**config.mk**
```make
export PLATFORM = sky130hd
export DESIGN_NAME = watchpoint_event_pingpong_logger_core
export DESIGN_NICKNAME = d
export VERILOG_FILES = /design/src/hdl/wpel_pkg.sv /design/src/hdl/watchpoint_event_pingpong_logger_core.sv /design/src/hdl/wpel_ctrl.sv /design/src/hdl/wpel_dpath.sv
export SDC_FILE = /design/constraint.sdc
export NUM_CORES = 2
export LEC_CHECK = 0
export ABC_AREA = 1
export BUFFER_PORTS_ARGS = -buffer_cell sky130_fd_sc_hd__buf_2
export CORE_MARGIN = 3
export CORE_UTILIZATION = 55
export CTS_CLUSTER_DIAMETER = 120
export DETAILED_ROUTE_END_ITERATION = 8
export MAX_ROUTING_LAYER = met4
export PLACE_DENSITY = 0.71
export SETUP_SLACK_MARGIN = 0.4
export SYNTH_ARGS = -nofsm -noshare
export SYNTH_HDL_FRONTEND = slang
export SYNTH_SLANG_ARGS = --single-unit
```
**constraint.sdc**
```tcl
create_clock -name clock -period 9.25 [get_ports clock]
set_input_delay 0.4625 -clock clock [delete_from_list [all_inputs] [get_ports clock]]
set_output_delay 0.4625 -clock clock [all_outputs]
set_load 0.02 [all_outputs]
```
**src/hdl/wpel_pkg.sv**
```systemverilog
package wpel_pkg;

   // Buffer geometry
   localparam int RECORDS_PER_BUFFER = 16;
   localparam int NUM_POINTS         = 4;
   localparam int IDX_W  = (RECORDS_PER_BUFFER > 1) ? $clog2(RECORDS_PER_BUFFER) : 1;
   localparam int CNT_W  = $clog2(RECORDS_PER_BUFFER + 1);
   localparam int ADDR_W = IDX_W + 1;
   localparam int DEPTH  = 2 * (1 << IDX_W);

   // Field widths
   localparam int MASK_W  = 4;
   localparam int PT_IX_W = $clog2(MASK_W);
   localparam int POINT_W = 4;
   localparam int TS_W    = 32;
   localparam int VCAP_W  = 12;
   localparam int REQ_DATA_W = 48;
   localparam int RSP_DATA_W = 56;

   // Request word actions
   typedef enum logic [1:0] {
      ACT_EVENT = 2'd0,
      ACT_DRAIN = 2'd1,
      ACT_START = 2'd2,
      ACT_STOP  = 2'd3
   } action_type;

   // Response word kinds
   typedef enum logic [1:0] {
      KIND_STATUS = 2'd0,
      KIND_RECORD = 2'd1,
      KIND_EMPTY  = 2'd2
   } kind_type;

   // Configuration register indexes
   localparam logic CSR_WATCH_MASK    = 1'b0;
   localparam logic CSR_SNAPSHOT_MASK = 1'b1;

   // One stored trace record, timestamp in the low bits
   typedef struct packed {
      logic [VCAP_W-1:0]  vcap;
      logic [POINT_W-1:0] point;
      logic [TS_W-1:0]    ts;
   } rec_type;

   // Controller to datapath
   typedef struct packed {
      logic ready;
      logic take;
      logic rd_issue;
      logic emit_rec;
   } cmd_type;

   // Datapath to controller
   typedef struct packed {
      logic out_free;
      logic drain_nonempty;
      logic drain_last;
   } status_type;

endpackage

```
**src/hdl/watchpoint_event_pingpong_logger_core.sv**
```systemverilog
// Ping-pong trace logger. Codepoint events on points enabled in watch_mask append a
// record (timestamp, point, voltage sample when snapshot_mask enables it) to the current
// one of two 16-record buffers; a full buffer swaps over and raises ready_pending, or
// sets overflow_led when the other buffer is still waiting. Every request word gives one
// status word, except a drain, which gives one word per stored record (tlast on the final
// one) or a single empty-drain word. Event, start and stop words are accepted back to back
// as long as rsp_tready keeps the response register moving. A drain is walked by the
// controller, which reads each record from the record memory into a register in ST_READ
// and loads it into the response register in ST_EMIT, waiting there while the response
// register is busy; an empty drain loads its empty-drain word directly.
module watchpoint_event_pingpong_logger_core
   import wpel_pkg::*;
(
   input  logic                  clock,
   input  logic                  reset,
   // request stream
   input  logic                  req_tvalid,
   output logic                  req_tready,
   input  logic [REQ_DATA_W-1:0] req_tdata,  // point_index[3:0], timestamp[35:4], vcap_sample[47:36]
   input  logic [1:0]            req_tuser,  // action[1:0]
   // response stream
   output logic                  rsp_tvalid,
   input  logic                  rsp_tready,
   output logic [RSP_DATA_W-1:0] rsp_tdata,  // rec_timestamp[31:0], rec_point[35:32],
                                             // rec_vcap[47:36], overflow_led[48],
                                             // ready_pending[49], zero[55:50]
   output logic [1:0]            rsp_tuser,  // kind[1:0]
   output logic                  rsp_tlast,
   // configuration writes
   input  logic                  csr_wen,
   input  logic                  csr_index,
   input  logic [MASK_W-1:0]     csr_wdata
);

   cmd_type    cmd;
   status_type status;
   action_type req_action;
   kind_type   rsp_kind;
   rec_type    rsp_rec;
   logic       rsp_ovf;
   logic       rsp_rdy;

   assign req_action = action_type'(req_tuser);

   wpel_ctrl u_ctrl (
      .clock      (clock),
      .reset      (reset),
      .req_tvalid (req_tvalid),
      .req_action (req_action),
      .status     (status),
      .cmd        (cmd)
   );

   wpel_dpath u_dpath (
      .clock      (clock),
      .reset      (reset),
      .cmd        (cmd),
      .status     (status),
      .req_action (req_action),
      .req_point  (req_tdata[3:0]),
      .req_ts     (req_tdata[35:4]),
      .req_vcap   (req_tdata[47:36]),
      .csr_wen    (csr_wen),
      .csr_index  (csr_index),
      .csr_wdata  (csr_wdata),
      .rsp_tready (rsp_tready),
      .rsp_tvalid (rsp_tvalid),
      .rsp_tlast  (rsp_tlast),
      .rsp_kind   (rsp_kind),
      .rsp_rec    (rsp_rec),
      .rsp_ovf    (rsp_ovf),
      .rsp_rdy    (rsp_rdy)
   );

   // Pack the response word
   assign req_tready = cmd.ready;
   assign rsp_tuser  = rsp_kind;
   assign rsp_tdata  = {6'b0, rsp_rdy, rsp_ovf, rsp_rec};

endmodule

```
**src/hdl/wpel_ctrl.sv**
```systemverilog
module wpel_ctrl
   import wpel_pkg::*;
(
   input  logic       clock,
   input  logic       reset,
   input  logic       req_tvalid,
   input  action_type req_action,
   input  status_type status,
   output cmd_type    cmd
);

   typedef enum logic [2:0] {
      ST_IDLE = 3'b001,
      ST_READ = 3'b010,
      ST_EMIT = 3'b100
   } state_type;

   state_type state_ff, state_in;

   // Accept a word only when idle and the response register can take a result
   always_comb begin
      cmd.ready    = (state_ff == ST_IDLE) && status.out_free;
      cmd.take     = cmd.ready && req_tvalid;
      cmd.rd_issue = (state_ff == ST_READ);
      cmd.emit_rec = (state_ff == ST_EMIT) && status.out_free;
   end

   // Walk the drained buffer: read a record, then hand it out
   always_comb begin
      state_in = state_ff;
      unique case (state_ff)
         ST_IDLE: begin
            if (cmd.take && (req_action == ACT_DRAIN) && status.drain_nonempty) begin
               state_in = ST_READ;
            end
         end
         ST_READ: begin
            state_in = ST_EMIT;
         end
         ST_EMIT: begin
            if (cmd.emit_rec) begin
               state_in = status.drain_last ? ST_IDLE : ST_READ;
            end
         end
         default: begin
            state_in = ST_IDLE;
         end
      endcase
   end

   always_ff @(posedge clock) begin
      if (reset) begin
         state_ff <= ST_IDLE;
      end else begin
         state_ff <= state_in;
      end
   end

endmodule

```
**src/hdl/wpel_dpath.sv**
```systemverilog
module wpel_dpath
   import wpel_pkg::*;
(
   input  logic                  clock,
   input  logic                  reset,
   input  cmd_type               cmd,
   output status_type            status,
   input  action_type            req_action,
   input  logic [POINT_W-1:0]    req_point,
   input  logic [TS_W-1:0]       req_ts,
   input  logic [VCAP_W-1:0]     req_vcap,
   input  logic                  csr_wen,
   input  logic                  csr_index,
   input  logic [MASK_W-1:0]     csr_wdata,
   input  logic                  rsp_tready,
   output logic                  rsp_tvalid,
   output logic                  rsp_tlast,
   output kind_type              rsp_kind,
   output rec_type               rsp_rec,
   output logic                  rsp_ovf,
   output logic                  rsp_rdy
);

   // Control state
   logic [CNT_W-1:0]  fill_ff [2];
   logic [CNT_W-1:0]  fill_in [2];
   logic              cur_ff, cur_in;
   logic              ready_ff, ready_in;
   logic              ovf_ff, ovf_in;
   logic [MASK_W-1:0] watch_ff, watch_in;
   logic [MASK_W-1:0] snap_ff, snap_in;
   logic              out_valid_ff, out_valid_in;

   // Drain walk
   logic              drain_buf_ff, drain_buf_in;
   logic [IDX_W-1:0]  drain_idx_ff, drain_idx_in;
   logic [CNT_W-1:0]  drain_cnt_ff, drain_cnt_in;

   // Response payload
   kind_type          out_kind_ff, out_kind_in;
   rec_type           out_rec_ff, out_rec_in;
   logic              out_last_ff, out_last_in;
   logic              out_ovf_ff, out_ovf_in;
   logic              out_rdy_ff, out_rdy_in;

   // Record memory
   rec_type           mem [DEPTH];
   rec_type           rd_data_ff;
   logic              mem_we;
   logic [ADDR_W-1:0] mem_waddr;
   rec_type           mem_wdata;

   logic              pt_ok;
   logic [CNT_W-1:0]  fill_cur;
   logic [CNT_W-1:0]  fill_bump;
   logic              has_room;
   logic              other;
   logic              load_status;

   assign other    = ~cur_ff;
   assign fill_cur = fill_ff[cur_ff];
   assign has_room = fill_cur < CNT_W'(RECORDS_PER_BUFFER);
   assign fill_bump = has_room ? (fill_cur + CNT_W'(1)) : fill_cur;
   assign pt_ok    = ({1'b0, req_point} < (POINT_W + 1)'(NUM_POINTS)) &&
                     watch_ff[req_point[PT_IX_W-1:0]];

   assign status.out_free       = !out_valid_ff || rsp_tready;
   assign status.drain_nonempty = (fill_ff[other] != '0);
   assign status.drain_last     = (CNT_W'(drain_idx_ff) + CNT_W'(1)) == drain_cnt_ff;

   // Next-state logic for the buffers, flags and response register
   always_comb begin
      fill_in      = fill_ff;
      cur_in       = cur_ff;
      ready_in     = ready_ff;
      ovf_in       = ovf_ff;
      watch_in     = watch_ff;
      snap_in      = snap_ff;
      drain_buf_in = drain_buf_ff;
      drain_idx_in = drain_idx_ff;
      drain_cnt_in = drain_cnt_ff;
      out_kind_in  = out_kind_ff;
      out_rec_in   = out_rec_ff;
      out_last_in  = out_last_ff;
      out_ovf_in   = out_ovf_ff;
      out_rdy_in   = out_rdy_ff;
      mem_we       = 1'b0;
      mem_waddr    = {cur_ff, fill_cur[IDX_W-1:0]};
      mem_wdata.ts    = req_ts;
      mem_wdata.point = req_point;
      mem_wdata.vcap  = snap_ff[req_point[PT_IX_W-1:0]] ? req_vcap : '0;
      load_status  = 1'b0;

      // Register writes
      if (csr_wen) begin
         unique case (csr_index)
            CSR_WATCH_MASK:    watch_in = csr_wdata;
            CSR_SNAPSHOT_MASK: snap_in  = csr_wdata;
            default:           watch_in = watch_ff;
         endcase
      end

      // Process an accepted request word
      if (cmd.take) begin
         unique case (req_action)
            ACT_EVENT: begin
               load_status = 1'b1;
               if (pt_ok) begin
                  mem_we          = has_room;
                  fill_in[cur_ff] = fill_bump;
                  if (fill_bump >= CNT_W'(RECORDS_PER_BUFFER)) begin
                     if (!ready_ff) begin
                        cur_in   = ~cur_ff;
                        ready_in = 1'b1;
                        ovf_in   = 1'b0;
                     end else begin
                        ovf_in = 1'b1;
                     end
                  end else begin
                     ovf_in = 1'b0;
                  end
               end
            end
            ACT_DRAIN: begin
               fill_in[other] = '0;
               ready_in       = 1'b0;
               drain_buf_in   = other;
               drain_idx_in   = '0;
               drain_cnt_in   = fill_ff[other];
               if (fill_ff[other] == '0) begin
                  load_status = 1'b1;
               end
            end
            ACT_START: begin
               load_status = 1'b1;
               fill_in[0]  = '0;
               fill_in[1]  = '0;
               cur_in      = 1'b0;
            end
            ACT_STOP: begin
               load_status = 1'b1;
               cur_in      = ~cur_ff;
               ready_in    = 1'b1;
            end
            default: begin
               load_status = 1'b0;
            end
         endcase
      end

      // Load a status or empty-drain word
      if (load_status) begin
         out_kind_in = (req_action == ACT_DRAIN) ? KIND_EMPTY : KIND_STATUS;
         out_rec_in  = '0;
         out_last_in = 1'b1;
         out_ovf_in  = ovf_in;
         out_rdy_in  = ready_in;
      end

      // Load a drained record and advance the walk
      if (cmd.emit_rec) begin
         out_kind_in  = KIND_RECORD;
         out_rec_in   = rd_data_ff;
         out_last_in  = status.drain_last;
         out_ovf_in   = ovf_ff;
         out_rdy_in   = ready_ff;
         drain_idx_in = drain_idx_ff + IDX_W'(1);
      end

      if (load_status || cmd.emit_rec) begin
         out_valid_in = 1'b1;
      end else if (rsp_tready) begin
         out_valid_in = 1'b0;
      end else begin
         out_valid_in = out_valid_ff;
      end
   end

   // Control registers
   always_ff @(posedge clock) begin
      if (reset) begin
         fill_ff[0]   <= '0;
         fill_ff[1]   <= '0;
         cur_ff       <= 1'b0;
         ready_ff     <= 1'b0;
         ovf_ff       <= 1'b0;
         watch_ff     <= '0;
         snap_ff      <= '0;
         out_valid_ff <= 1'b0;
      end else begin
         fill_ff      <= fill_in;
         cur_ff       <= cur_in;
         ready_ff     <= ready_in;
         ovf_ff       <= ovf_in;
         watch_ff     <= watch_in;
         snap_ff      <= snap_in;
         out_valid_ff <= out_valid_in;
      end
   end

   // Payload registers
   always_ff @(posedge clock) begin
      drain_buf_ff <= drain_buf_in;
      drain_idx_ff <= drain_idx_in;
      drain_cnt_ff <= drain_cnt_in;
      out_kind_ff  <= out_kind_in;
      out_rec_ff   <= out_rec_in;
      out_last_ff  <= out_last_in;
      out_ovf_ff   <= out_ovf_in;
      out_rdy_ff   <= out_rdy_in;
   end

   // Record memory: one write, one registered read
   always_ff @(posedge clock) begin
      if (mem_we) begin
         mem[mem_waddr] <= mem_wdata;
      end
      if (cmd.rd_issue) begin
         rd_data_ff <= mem[{drain_buf_ff, drain_idx_ff}];
      end
   end

   assign rsp_tvalid = out_valid_ff;
   assign rsp_tlast  = out_last_ff;
   assign rsp_kind   = out_kind_ff;
   assign rsp_rec    = out_rec_ff;
   assign rsp_ovf    = out_ovf_ff;
   assign rsp_rdy    = out_rdy_ff;

`ifndef SYNTH
   a_emit_into_free: assert property (@(posedge clock) disable iff (reset)
      cmd.emit_rec |-> status.out_free)
      else $error("record emitted while response register busy");

   a_drain_clears_ready: assert property (@(posedge clock) disable iff (reset)
      (cmd.take && (req_action == ACT_DRAIN)) |=> !ready_ff)
      else $error("ready flag still set after drain");

   a_fill_bound: assert property (@(posedge clock) disable iff (reset)
      (fill_ff[0] <= CNT_W'(RECORDS_PER_BUFFER)) && (fill_ff[1] <= CNT_W'(RECORDS_PER_BUFFER)))
      else $error("fill count beyond buffer size");

   a_walk_in_range: assert property (@(posedge clock) disable iff (reset)
      cmd.emit_rec |-> (CNT_W'(drain_idx_ff) < drain_cnt_ff))
      else $error("drain index past drained count");
`endif

endmodule

```
==> out/metrics.yaml <==
clockRootBuffer: "clkbuf_16"
final_layout_size_suffix_gt1_share_pct: 8.34
slowest_delay_ns: 0.94
crit_path_start_kind: "flip-flop"
areaGrowthSynthToFinish_pct: 10.4
p_clk_share_pct: 40.3
htreeDepth: 4
syn_area_um2: 66500
seq_area_frac_synth_pct: 75.1
cp.arrival_ns: 5.03
clock_latency_ns: 0.78
yosys_warnings: 0
crit_chain: "buf_4 -> buf_4 -> buf_4 -> o21ai_0 -> o22ai_1 -> nand2_1 -> nand2_1 -> nand3_1 -> nand2_1"
pwr-share-seq_pct: 53.8
die-area_um2: 125000
hpwl_um: 84600
grt_pass1_vias: 41100
worst_slack_ns: 4.84
met1_length_um: 68600
cts-resized-gates: 0
synth_flop_cell: "edfxtp_1"
antenna_found_initial: 5
ys_async_sr_fraction_pct: 0
drt_wl_total_um: 174000
synth_seq_cells: 1672
grt_usage_pct: 28.4
via_per_inst: 6.04
maxCapViolCount: 0
setup_violations: 0
skew_ns: 0.0319
worstMarginPinSlew_ns: 1.23
fp.dieH_um: 354
vias: 42700
hp-start: "req_tuser[1]"
grt_max_degree: 293
drtIter0Drc: 5468
slew_violations: 0
p_int_uw: 12200
rsz0062_at_grt: "no"
yosys.cell_types.count: 32
die-width_um: 354
postRouteAntennaNets: 0
grt_pass1_wl_um: 259000
avgSynthCellArea_um2: 12.6
num_rows: 126
cts.sinks: 1672
io_buffer_count: 114
cp.required_ns: 9.87
finalSetupTns_ns: 0
wl_per_cell_um: 24.7
r2r-start: "u_dpath.drain_idx_ff[0]"
holdPathEnd: "u_dpath.ready_ff"
ff2ff_path_depth: 9
switchingPower_uw: 3550
drc: 0
overflow: 0
cp_top_family: "buffers and inverters"
status: "finished clean"
r2r_slack_ns: 4.84
clk_pin_slew_ns: 0.06
p_leak_uw: 0.0252
peakVddDrop_v: 0.000182
holdCritPathClass: "in2reg"
clock.fmax_ghz: 0.227
wl_met2_um: 82800
critical-path-slowest-cell: "buf_4"
r2r_end: "u_dpath.rd_data_ff[19]"
dr_wl_met3_um: 16900
post_cts_buffers: 0
critPathKind: "reg2reg"
core_area_um2: 119000
top_layer: "met4"
max_slew_margin_pct: 17.6
first_pass_iters: 6
hold_viol_final: 0
combPwrFrac_pct: 6.0
period_share_pct: 47.7
initial_core_util_pct: 55.8
worstPathMaxFanout: 97
whs_ns: 0.0974
cts_made_buffers: 167
synth-edff-count: 1645
cts_tree: "yes"
crit_buf_inv: 3
cts_hold_buf: 5
fin_nets: 5402
utilization_pct: 61.6
hold_depth: 4
dp_slack_ns: 4.44
gp_congestion: 0.797
synthCells: 5293
clock_path_buffers: 3
fin_crit_ns: 4.41
switching_share_pct: 22.6
ios: 121
powerDensity_nw_per_um2: 214
critPathCaptureType: "flip-flop"
==> worst max path at each step <==
stage / cells after the start / slack [ns] / end / from
6_report: 9 / 4.84 / u_dpath.rd_data_ff[19] / u_dpath.drain_idx_ff[0]
5_1_grt: 10 / 4.65 / u_dpath.rd_data_ff[25] / u_dpath.drain_idx_ff[0]
4_1_cts: 9 / 4.91 / u_dpath.rd_data_ff[19] / u_dpath.drain_idx_ff[0]
3_5_place_dp: 10 / 4.44 / u_dpath.mem[4][14] / req_tdata[1]
3_3_place_gp: 10 / 4.55 / u_dpath.mem[4][14] / req_tdata[1]
2_1_floorplan: 5 / 5.00 / u_ctrl.state_ff[0] / u_ctrl.state_ff[1]
==> metrics by stage <==
step           instances  power (uW)  area (um2)
3_5_place_dp        6759        9530       68300
4_1_cts             7055       15800       73300
3_3_place_gp        6759        9520       68300
2_1_floorplan       5298        9170       66500
5_1_grt             7059       16200       73300
6_report            7060       15700       73300
==> area by class of cell <==
type,count,area (um2)
fillers,8929,45700
well taps,1600,2000
clock buffers,204,4340
repair buffers,192,1190
clock inverters,87,664
inverters,114,462
diodes,5,12.5
multi-input cells,3186,14700
flip-flops and latches,1672,49900
==> layout by cell type (no fill, tap or decap), types with 105 or more instances in the layout <==
| cell type | count |
|---|---|
| edfxtp_1 | 1645 |
| nand2_1 | 1120 |
| nor2_1 | 697 |
| o21ai_0 | 579 |
| a21oi_1 | 198 |
| o22ai_1 | 196 |
| a21boi_0 | 182 |
| clkbuf_16 | 168 |
| nand3_1 | 119 |
| buf_2 | 114 |
| inv_1 | 105 |
==> sequential cells by signal (all words and copies together) (netlist names), 2 cells and up, named ones only <==
register / cells
u_dpath.snap_ff: 4
u_dpath.drain_idx_ff: 4
u_dpath.rsp_kind: 2
u_dpath.watch_ff: 4
u_dpath.rsp_rec: 48
u_dpath.mem: 1536
u_dpath.drain_cnt_ff: 5
u_dpath.rd_data_ff: 48
u_ctrl.state_ff: 3
==> power groups by stage <==
stage          sequential (uW)  combinational [uW]  clock (uW)
2_1_floorplan             8660                 513           0
3_3_place_gp              8600                 914           0
3_5_place_dp              8600                 932           0
4_1_cts                   8440                 939        6390
5_1_grt                   8440                1030        6690
6_report                  8440                 939        6320
==> cells in the mapped netlist, types with 9 or more instances <==
master / n / area [um2]
dfxtp_1: 27 / 541
a21boi_0: 182 / 1370
o21ai_1: 18 / 90.1
a21boi_1: 10 / 75.1
a21oi_1: 198 / 991
ha_1: 9 / 113
buf_4: 50 / 375
nand2_1: 1123 / 4220
nor2_1: 732 / 2750
nand3_1: 119 / 596
buf_2: 59 / 295
clkbuf_1: 172 / 646
o22ai_1: 196 / 1230
buf_6: 19 / 214
o21ai_0: 579 / 2900
edfxtp_1: 1645 / 49400
inv_1: 108 / 405
buf_1: 24 / 90.1
==> worst reg2reg max path, cell delays in order, from the launching register on <==
cell,delay (ns)
edfxtp_1,0.56
buf_4,0.78
buf_4,0.96
buf_4,1.01
o21ai_0,0.31
o22ai_1,0.21
nand2_1,0.07
nand2_1,0.11
nand3_1,0.13
nand2_1,0.14
==> cells by family (layout without fill, tap and decap cells) <==
logic type      Yosys count  after routing  share of synthesized area, %
simple gates           1984           1984                          11.5
flops                  1672           1672                          75.1
compound gates         1184           1184                          10.0
buf+inv                 440            597                          3.14
fa+ha+maj                 9              9                         0.169
xor+xnor                  3              3                        0.0395
other cells               1             11                       0.00564
==> routing by layer <==
metal | track usage (%) | vias to the layer above
met5 | - | -
met4 | 9.51 | 0
met3 | 4.76 | 390
met2 | 44.3 | 2310
met1 | 38.3 | 21000
li1 | - | 18900
Note: power is estimated with default switching activity, not from simulation.
